## config.mk

```make
export PLATFORM = sky130hd
export DESIGN_NAME = matrix_multiplier
export DESIGN_NICKNAME = d
export VERILOG_FILES = /design/src/rtl/mm_pkg.sv /design/src/rtl/matrix_multiplier.sv /design/src/rtl/mm_ctrl.sv /design/src/rtl/mm_dp.sv
export SDC_FILE = /design/constraint.sdc
export NUM_CORES = 2
export LEC_CHECK = 0
export BUFFER_PORTS_ARGS = -buffer_cell sky130_fd_sc_hd__clkbuf_2
export CORE_ASPECT_RATIO = 1.5
export CORE_MARGIN = 4
export CORE_UTILIZATION = 57
export CTS_CLUSTER_SIZE = 20
export DETAILED_ROUTE_END_ITERATION = 8
export PLACE_DENSITY = 0.84
export SYNTH_ARGS = -nofsm -noshare
export SYNTH_HDL_FRONTEND = slang
export SYNTH_SLANG_ARGS = --single-unit
```

## constraint.sdc

```tcl
create_clock -name clk -period 6.35 [get_ports clk]
set_clock_uncertainty 0.2 [all_clocks]
set_input_delay 1.27 -clock clk [delete_from_list [all_inputs] [get_ports clk]]
set_output_delay 1.27 -clock clk [all_outputs]
set_load 0.05 [all_outputs]
```

## src/rtl/mm_pkg.sv

```systemverilog
`default_nettype none
package mm_pkg;

  localparam int IDX_W  = 3;
  localparam int DIM_W  = 4;
  localparam int ELEM_W = 16;
  localparam int PROD_W = 32;
  localparam int ACC_W  = 35;

  localparam logic [1:0] KIND_LOAD_A  = 2'd0;
  localparam logic [1:0] KIND_LOAD_B  = 2'd1;
  localparam logic [1:0] KIND_COMPUTE = 2'd2;

  localparam logic [1:0] REG_ROWS_A    = 2'd0;
  localparam logic [1:0] REG_INNER_DIM = 2'd1;
  localparam logic [1:0] REG_COLS_B    = 2'd2;

  typedef enum logic [1:0] {
    ST_IDLE,
    ST_ISSUE,
    ST_WAIT,
    ST_PUSH
  } state_t;

  typedef struct packed {
    logic             load;
    logic             issue;
    logic             first;
    logic             fin;
    logic             push;
    logic             push_last;
    logic [IDX_W-1:0] i;
    logic [IDX_W-1:0] j;
    logic [IDX_W-1:0] k;
  } mm_cmd_t;

  typedef struct packed {
    logic done;
    logic out_free;
  } mm_stat_t;

  function automatic logic [DIM_W-1:0] clamp_dim(input logic [DIM_W-1:0] d,
                                                 input logic [DIM_W-1:0] cap);
    logic [DIM_W-1:0] r;
    r = d;
    if (d == '0) r = DIM_W'(1);
    else if (d > cap) r = cap;
    return r;
  endfunction

endpackage
`default_nettype wire

```

## src/rtl/matrix_multiplier.sv

```systemverilog
`default_nettype none
// Fixed-point matrix multiplier. Load items (tuser = 0 for A, 1 for B) write one
// signed Q8.8 element at row/col. A compute item (tuser = 2) returns every
// element of A x B in row-major order as signed Q19.16, tlast on the final one.
// One shared multiply-accumulate fed by a single read port per store does the
// work: each product element passes through issue, store read, multiply,
// accumulate and hand-off, in that order. in_tready stays low during a run.
// Dimensions are sampled when the compute item is accepted and used saturated
// to 1 .. min(MAX_DIM, 8). Elements must be written before they are used.
module matrix_multiplier #(
  parameter int MAX_DIM = 8
) (
  input  wire logic        clk,
  input  wire logic        rst_n,
  input  wire logic        in_tvalid,
  output logic             in_tready,
  input  wire logic [23:0] in_tdata,   // row[2:0], col[5:3], value[21:6]
  input  wire logic [1:0]  in_tuser,   // kind[1:0]
  output logic             out_tvalid,
  input  wire logic        out_tready,
  output logic [47:0]      out_tdata,  // out_row[2:0], out_col[5:3], prod_value[40:6]
  output logic             out_tlast,
  input  wire logic        cfg_psel,
  input  wire logic        cfg_penable,
  input  wire logic        cfg_pwrite,
  input  wire logic [3:0]  cfg_paddr,
  input  wire logic [31:0] cfg_pwdata,
  output logic [31:0]      cfg_prdata,
  output logic             cfg_pready
);
  import mm_pkg::*;

  logic [DIM_W-1:0] rows_a_r, inner_dim_r, cols_b_r;
  logic             cfg_we;
  logic [1:0]       cfg_idx;
  mm_cmd_t          cmd;
  mm_stat_t         stat;
  logic [IDX_W-1:0] out_row, out_col;
  logic [ACC_W-1:0] out_value;

  assign cfg_pready = 1'b1;
  assign cfg_idx    = cfg_paddr[3:2];
  assign cfg_we     = cfg_psel && cfg_penable && cfg_pwrite && cfg_pready;

  always_ff @(posedge clk) begin
    if (!rst_n) begin
      rows_a_r    <= DIM_W'(8);
      inner_dim_r <= DIM_W'(8);
      cols_b_r    <= DIM_W'(8);
    end else if (cfg_we) begin
      unique case (cfg_idx)
        REG_ROWS_A:    rows_a_r    <= cfg_pwdata[DIM_W-1:0];
        REG_INNER_DIM: inner_dim_r <= cfg_pwdata[DIM_W-1:0];
        REG_COLS_B:    cols_b_r    <= cfg_pwdata[DIM_W-1:0];
        default: ;
      endcase
    end
  end

  always_comb begin
    unique case (cfg_idx)
      REG_ROWS_A:    cfg_prdata = 32'(rows_a_r);
      REG_INNER_DIM: cfg_prdata = 32'(inner_dim_r);
      REG_COLS_B:    cfg_prdata = 32'(cols_b_r);
      default:       cfg_prdata = '0;
    endcase
  end

  mm_ctrl #(
    .MAX_DIM(MAX_DIM)
  ) u_ctrl (
    .clk       (clk),
    .rst_n     (rst_n),
    .in_tvalid (in_tvalid),
    .in_kind   (in_tuser),
    .in_tready (in_tready),
    .rows_a    (rows_a_r),
    .inner_dim (inner_dim_r),
    .cols_b    (cols_b_r),
    .stat      (stat),
    .cmd       (cmd)
  );

  mm_dp #(
    .MAX_DIM(MAX_DIM)
  ) u_dp (
    .clk        (clk),
    .rst_n      (rst_n),
    .in_kind    (in_tuser),
    .in_row     (in_tdata[2:0]),
    .in_col     (in_tdata[5:3]),
    .in_value   (in_tdata[21:6]),
    .cmd        (cmd),
    .stat       (stat),
    .out_tvalid (out_tvalid),
    .out_tready (out_tready),
    .out_row    (out_row),
    .out_col    (out_col),
    .out_value  (out_value),
    .out_last   (out_tlast)
  );

  assign out_tdata = {7'b0, out_value, out_col, out_row};

endmodule
`default_nettype wire

```

## src/rtl/mm_ctrl.sv

```systemverilog
`default_nettype none
module mm_ctrl #(
  parameter int MAX_DIM = 8
) (
  input  wire logic                     clk,
  input  wire logic                     rst_n,
  input  wire logic                     in_tvalid,
  input  wire logic [1:0]               in_kind,
  output logic                          in_tready,
  input  wire logic [mm_pkg::DIM_W-1:0] rows_a,
  input  wire logic [mm_pkg::DIM_W-1:0] inner_dim,
  input  wire logic [mm_pkg::DIM_W-1:0] cols_b,
  input  wire mm_pkg::mm_stat_t         stat,
  output mm_pkg::mm_cmd_t               cmd
);
  import mm_pkg::*;

  localparam int DIM_CAP = (MAX_DIM < 8) ? MAX_DIM : 8;

  state_t state_r, state_nxt;
  logic [IDX_W-1:0] i_r, i_nxt, j_r, j_nxt, k_r, k_nxt;
  logic [DIM_W-1:0] nr_r, nr_nxt, nk_r, nk_nxt, nc_r, nc_nxt;
  logic start, k_fin, j_fin, i_fin;

  assign start = (state_r == ST_IDLE) && in_tvalid && (in_kind == KIND_COMPUTE);
  assign k_fin = (DIM_W'(k_r) + DIM_W'(1)) == nk_r;
  assign j_fin = (DIM_W'(j_r) + DIM_W'(1)) == nc_r;
  assign i_fin = (DIM_W'(i_r) + DIM_W'(1)) == nr_r;

  always_comb begin
    state_nxt = state_r;
    unique case (state_r)
      ST_IDLE:  if (start) state_nxt = ST_ISSUE;
      ST_ISSUE: if (k_fin) state_nxt = ST_WAIT;
      ST_WAIT:  if (stat.done) state_nxt = ST_PUSH;
      ST_PUSH: begin
        if (stat.out_free) state_nxt = (i_fin && j_fin) ? ST_IDLE : ST_ISSUE;
      end
      default:  state_nxt = ST_IDLE;
    endcase
  end

  always_comb begin
    i_nxt  = i_r;
    j_nxt  = j_r;
    k_nxt  = k_r;
    nr_nxt = nr_r;
    nk_nxt = nk_r;
    nc_nxt = nc_r;
    if (start) begin
      i_nxt  = '0;
      j_nxt  = '0;
      k_nxt  = '0;
      nr_nxt = clamp_dim(rows_a, DIM_W'(DIM_CAP));
      nk_nxt = clamp_dim(inner_dim, DIM_W'(DIM_CAP));
      nc_nxt = clamp_dim(cols_b, DIM_W'(DIM_CAP));
    end else if (state_r == ST_ISSUE) begin
      k_nxt = k_fin ? '0 : k_r + IDX_W'(1);
    end else if (state_r == ST_PUSH && stat.out_free) begin
      j_nxt = j_fin ? '0 : j_r + IDX_W'(1);
      if (j_fin) i_nxt = i_r + IDX_W'(1);
    end
  end

  always_comb begin
    in_tready     = (state_r == ST_IDLE);
    cmd.load      = (state_r == ST_IDLE) && in_tvalid;
    cmd.issue     = (state_r == ST_ISSUE);
    cmd.first     = (k_r == '0);
    cmd.fin       = k_fin;
    cmd.push      = (state_r == ST_PUSH) && stat.out_free;
    cmd.push_last = i_fin && j_fin;
    cmd.i         = i_r;
    cmd.j         = j_r;
    cmd.k         = k_r;
  end

  always_ff @(posedge clk) begin
    if (!rst_n) begin
      state_r <= ST_IDLE;
      i_r     <= '0;
      j_r     <= '0;
      k_r     <= '0;
      nr_r    <= DIM_W'(1);
      nk_r    <= DIM_W'(1);
      nc_r    <= DIM_W'(1);
    end else begin
      state_r <= state_nxt;
      i_r     <= i_nxt;
      j_r     <= j_nxt;
      k_r     <= k_nxt;
      nr_r    <= nr_nxt;
      nk_r    <= nk_nxt;
      nc_r    <= nc_nxt;
    end
  end

endmodule
`default_nettype wire

```

## src/rtl/mm_dp.sv

```systemverilog
`default_nettype none
module mm_dp #(
  parameter int MAX_DIM = 8
) (
  input  wire logic                      clk,
  input  wire logic                      rst_n,
  input  wire logic [1:0]                in_kind,
  input  wire logic [mm_pkg::IDX_W-1:0]  in_row,
  input  wire logic [mm_pkg::IDX_W-1:0]  in_col,
  input  wire logic [mm_pkg::ELEM_W-1:0] in_value,
  input  wire mm_pkg::mm_cmd_t           cmd,
  output mm_pkg::mm_stat_t               stat,
  output logic                           out_tvalid,
  input  wire logic                      out_tready,
  output logic [mm_pkg::IDX_W-1:0]       out_row,
  output logic [mm_pkg::IDX_W-1:0]       out_col,
  output logic [mm_pkg::ACC_W-1:0]       out_value,
  output logic                           out_last
);
  import mm_pkg::*;

  localparam int DEPTH  = MAX_DIM * MAX_DIM;
  localparam int ADDR_W = $clog2(DEPTH);

  function automatic logic [ADDR_W-1:0] elem_addr(input logic [IDX_W-1:0] r,
                                                  input logic [IDX_W-1:0] c);
    logic [ADDR_W+IDX_W-1:0] full;
    full = (ADDR_W+IDX_W)'(r) * (ADDR_W+IDX_W)'(MAX_DIM) + (ADDR_W+IDX_W)'(c);
    return full[ADDR_W-1:0];
  endfunction

  logic [ELEM_W-1:0] a_mem [DEPTH];
  logic [ELEM_W-1:0] b_mem [DEPTH];
  logic [ELEM_W-1:0] a_rd_r, b_rd_r;
  logic              in_range, a_we, b_we;
  logic [ADDR_W-1:0] w_addr, a_raddr, b_raddr;

  logic                     s1_vld_r, s1_first_r, s1_fin_r;
  logic                     s2_vld_r, s2_first_r, s2_fin_r;
  logic signed [PROD_W-1:0] prod_r;
  logic signed [ACC_W-1:0]  acc_r, acc_nxt;
  logic                     done_r;

  logic                     ovalid_r;
  logic [IDX_W-1:0]         orow_r, ocol_r;
  logic [ACC_W-1:0]         oval_r;
  logic                     olast_r;

  assign in_range = (int'(in_row) < MAX_DIM) && (int'(in_col) < MAX_DIM);
  assign a_we     = cmd.load && in_range && (in_kind == KIND_LOAD_A);
  assign b_we     = cmd.load && in_range && (in_kind == KIND_LOAD_B);
  assign w_addr   = elem_addr(in_row, in_col);
  assign a_raddr  = elem_addr(cmd.i, cmd.k);
  assign b_raddr  = elem_addr(cmd.k, cmd.j);

  always_ff @(posedge clk) begin
    if (a_we) a_mem[w_addr] <= in_value;
    a_rd_r <= a_mem[a_raddr];
  end

  always_ff @(posedge clk) begin
    if (b_we) b_mem[w_addr] <= in_value;
    b_rd_r <= b_mem[b_raddr];
  end

  always_ff @(posedge clk) begin
    prod_r <= $signed(a_rd_r) * $signed(b_rd_r);
    s1_first_r <= cmd.first;
    s1_fin_r   <= cmd.fin;
    s2_first_r <= s1_first_r;
    s2_fin_r   <= s1_fin_r;
  end

  always_comb begin
    acc_nxt = acc_r;
    if (s2_vld_r) begin
      acc_nxt = (s2_first_r ? '0 : acc_r) + ACC_W'(prod_r);
    end
  end

  always_ff @(posedge clk) begin
    acc_r <= acc_nxt;
  end

  always_ff @(posedge clk) begin
    if (!rst_n) begin
      s1_vld_r <= 1'b0;
      s2_vld_r <= 1'b0;
      done_r   <= 1'b0;
    end else begin
      s1_vld_r <= cmd.issue;
      s2_vld_r <= s1_vld_r;
      done_r   <= s2_vld_r && s2_fin_r;
    end
  end

  always_ff @(posedge clk) begin
    if (!rst_n) begin
      ovalid_r <= 1'b0;
    end else if (cmd.push) begin
      ovalid_r <= 1'b1;
    end else if (out_tready) begin
      ovalid_r <= 1'b0;
    end
  end

  always_ff @(posedge clk) begin
    if (cmd.push) begin
      orow_r  <= cmd.i;
      ocol_r  <= cmd.j;
      oval_r  <= acc_r;
      olast_r <= cmd.push_last;
    end
  end

  assign stat.done     = done_r;
  assign stat.out_free = !ovalid_r || out_tready;
  assign out_tvalid    = ovalid_r;
  assign out_row       = orow_r;
  assign out_col       = ocol_r;
  assign out_value     = oval_r;
  assign out_last      = olast_r;

endmodule
`default_nettype wire

```

==> flow_metrics.py <==
metrics = {
    "run_status": {
        "outcome": "finished clean",
    },
    "placed_design": {
        "place.gp.congestion": 0.9301,
        "dp_hpwl_um": 143500,
        "post-place-ws_ns": -0.09777,
        "placed_area_um2": 100400,
        "numPortBuffers": 84,
    },
    "detailed_routing": {
        "antenna_left": 0,
        "drt_iter0_drc": 6797,
        "wl_per_cell_um": 31.47,
        "drc": 0,
        "viasPerCell": 6.557,
        "vias": 51590,
        "firstDrtPassIters": 8,
        "wl_um": 247600,
    },
    "sta": {
        "finalMaxSlewViolations": 0,
        "fmaxAchievable_mhz": 163.3,
        "worstMarginPinSlew_ns": 1.372,
        "setup_viol": 0,
        "min_period_over_period_pct": 96.46,
        "hold_viol_final": 0,
        "finalWorstSetupSlack_ns": 0.2249,
        "layout_min_cycle_time_ns": 6.125,
        "slew_headroom_pct": 8.442,
    },
    "pwr": {
        "p_total_w": 0.04730,
        "ir_drop_mv": 0.8893,
        "power.leakage_nw": 35.08,
        "cellPowerDensity_nw_per_um2": 443.2,
    },
    "yosys": {
        "synth.largest_area_cell": "edfxtp_1",
        "seq_area_frac_synth_pct": 68.49,
        "yosys.area_share.adder_pct": 7.079,
        "synth_top_area_share_pct": 66.26,
        "synth_cell_types": 66,
        "synth_compound_area_share_pct": 2.543,
        "synthCells": 5194,
        "yosysWarnings": 0,
        "yosys_most_used_dff": "edfxtp_1",
        "synth_top_family_by_area": "multiplexers",
        "synth-xor-area-share_pct": 0.7094,
        "yosys.area_share.simple_pct": 3.899,
        "syn_area_um2": 96300,
        "syn_avg_cell_area_um2": 18.54,
        "synth.area.top_cells": "edfxtp_1 66%, mux4_2 13%, fa_1 5.5%, dfxtp_1 2.2%, ha_1 1.6%",
        "synth_edf_count": 2125,
        "ys_ff_latch": 2232,
        "synth_mux_area_share_pct": 14.63,
        "async_flop_share_pct": 0,
    },
    "clock_network": {
        "postCtsHoldBufs": 0,
        "clk_latency_ns": 0.87,
        "cts_buffers": 189,
        "h-tree-depth": 4,
        "root_buffer": "clkbuf_16",
        "clock-sinks": 2232,
        "clk_pin_slew_ns": 0.07,
        "cts_tree": "yes",
        "clockBufferDepth": 3,
    },
    "floorplan": {
        "die_h_um": 511.4,
        "boundaryPins": 153,
        "die_area_um2": 175700,
        "die_x_um": 343.6,
        "initial_core_util_pct": 57.38,
        "core_um2": 167800,
        "num_rows": 184,
    },
    "final_layout": {
        "area_delta_synth_final_pct": 10.84,
        "layout.nets": 5932,
        "fin_area_um2": 106700,
        "num-fill-cells": 10560,
        "drive_above_1_share_pct": 21.63,
    },
    "setup_path": {
        "r2r-end": "u_dp.prod_r[30]$_DFF_P_",
        "crit_start": "u_dp.b_rd_r[4]$_DFF_P_",
        "worstRegToRegCells": 23,
        "worst-r2r-setup-slack_ns": 0.22,
        "setup.worst_path.class": "reg2reg",
        "worst_ep_arrival_time_ns": 6.66,
        "cp_max_fo": 6,
        "endpoint": "u_dp.prod_r[30]$_DFF_P_",
        "start_kind": "register",
        "r2r_start": "u_dp.b_rd_r[4]$_DFF_P_",
        "worstPathRequired_ns": 6.89,
        "crit_path_end_kind": "register",
    },
    "min_path": {
        "min_delay_path_depth": 0,
        "hp-class": "reg2reg",
    },
    "grt": {
        "grt_max_degree": 125,
        "grt-ovfl-total": 0,
        "grt_pass1_wl_um": 362800,
        "grtUsageTotal_pct": 28.48,
        "antenna_found_initial": 11,
        "grt_pass1_vias": 53870,
    },
    "run": {
        "drv_cap": 0,
    },
}
## sequential cells by signal (all words and copies together) (netlist names), 4 cells and up
signal,flops
inner_dim_r,4
u_ctrl.nc_r,4
cols_b_r,4
u_ctrl.nr_r,4
u_dp.a_mem,1024
u_dp.prod_r,32
u_dp.b_rd_r,16
u_dp.a_rd_r,16
u_ctrl.nk_r,4
u_dp.b_mem,1024
rows_a_r,4
u_dp.out_value,35
u_dp.acc_r,35
## how the worst min path moves through the flow
stage	from	to	slack (ns)
floorplan	u_dp.s1_fin_r$_DFF_P_	u_dp.s2_fin_r$_DFF_P_	0.11
global placement	u_dp.s1_fin_r$_DFF_P_	u_dp.s2_fin_r$_DFF_P_	0.11
detailed placement	u_dp.s1_fin_r$_DFF_P_	u_dp.s2_fin_r$_DFF_P_	0.13
CTS	u_dp.s1_fin_r$_DFF_P_	u_dp.s2_fin_r$_DFF_P_	0.14
global route	u_dp.s1_fin_r$_DFF_P_	u_dp.s2_fin_r$_DFF_P_	0.15
finish	u_dp.s1_fin_r$_DFF_P_	u_dp.s2_fin_r$_DFF_P_	0.14
## worst max-delay path, cell delays in order (launching register included)
cell and delay [ns]:
dfxtp_2 0.37, buf_4 0.17, and2_1 0.18, fa_1 0.53, inv_1 0.05, fa_1 0.46, fa_1 0.52, inv_1 0.06
fa_1 0.49, fa_1 0.49, inv_1 0.05, fa_1 0.47, inv_1 0.04, ha_1 0.32, a22oi_2 0.24, nand3_1 0.11
a211oi_2 0.22, buf_4 0.15, nor3_1 0.05, buf_4 0.16, nor3_2 0.22, o21ai_2 0.12, a41oi_2 0.19, xnor2_1 0.14
## cells in the mapped netlist (all sizes together), types with 4 or more instances
library cell,number
a211oi,29
edfxtp,2125
nor2b,64
nor3b,7
o21bai,13
a31oi,23
nand2b,17
o22ai,34
a21o,29
buf,129
dfxtp,107
mux2i,154
or3,7
o21ai,71
xor2,23
and2,140
a22oi,4
fa,263
mux4,557
nand3b,5
nor2,256
nand3,26
inv,319
a21oi,104
o221ai,32
ha,124
nand2,243
o21a,5
clkbuf,149
xnor2,55
nor3,19
and3,7
nand4,4
o211ai,7
## through the flow
step	hold slack, ns	instances	TNS [ns]	util (%)
2_1_floorplan	0.1096	5228	0	-
3_3_place_gp	0.1146	7513	-0.07149	59.83
3_5_place_dp	0.1290	7513	-0.1814	59.83
4_1_cts	0.1357	7856	0	63.49
5_1_grt	0.1504	7859	-0.01015	63.58
6_report	0.1362	7868	0	63.60
## where the power goes
group          switching [W]  leakage (nW)  internal, W
combinational         0.0104          12.1      0.00853
sequential          0.000149          20.0       0.0166
clock                0.00534          2.97      0.00630
total                 0.0158          35.1       0.0315
## placed cells by master (no fill, tap or decap), types with 86 or more instances in the layout
cell type  count
mux4_2       557
a21oi_1      102
nand2_1      241
dfxtp_1       86
fa_1         260
clkbuf_16    192
edfxtp_1    2125
ha_1         124
nor2_1       244
inv_1        317
buf_4        253
mux2i_1      154
and2_1       137
## routing by layer
layer,GRT usage [%],part of all wire [%],vias up
li1,-,-,20550
met1,32.90,31,26500
met2,48.37,51,3656
met3,5.297,9.0,883
met4,19.32,8.3,6
met5,0,0.015,-
## cell families (layout without fill, tap and decap cells)
family / count (synthesis) / after routing
AO/OA/AOI/OAI: 382 / 382
XOR/XNOR: 78 / 78
adder cells (fa/ha/maj): 387 / 387
buffers and inverters: 598 / 996
flip-flops: 2232 / 2232
multiplexers: 711 / 711
other: 2 / 46
AND/OR/NAND/NOR: 804 / 804
## final cells by class
class / instances / area (um2) / share of cell area, %
Sequential cell: 2232 / 66000 / 61.84
Multi-Input combinational cell: 2398 / 28080 / 26.31
Clock buffer: 244 / 5040 / 4.722
Tap cell: 2232 / 2793 / 2.616
Timing Repair Buffer: 335 / 2527 / 2.368
Inverter: 320 / 1201 / 1.125
Clock inverter: 97 / 1067 / 0.9999
Antenna cell: 10 / 25.02 / 0.02344
## timing repair
| item | 4_1_cts | 5_1_grt |
|---|---|---|
| pin swaps | 2 | 11 |
| gates resized for setup | 6 | 36 |
| endpoints found under the setup margin | 5 | 11 |
| buffers inserted | 2 | 1 |
No activity file was read; power rests on OpenSTA's default activity.
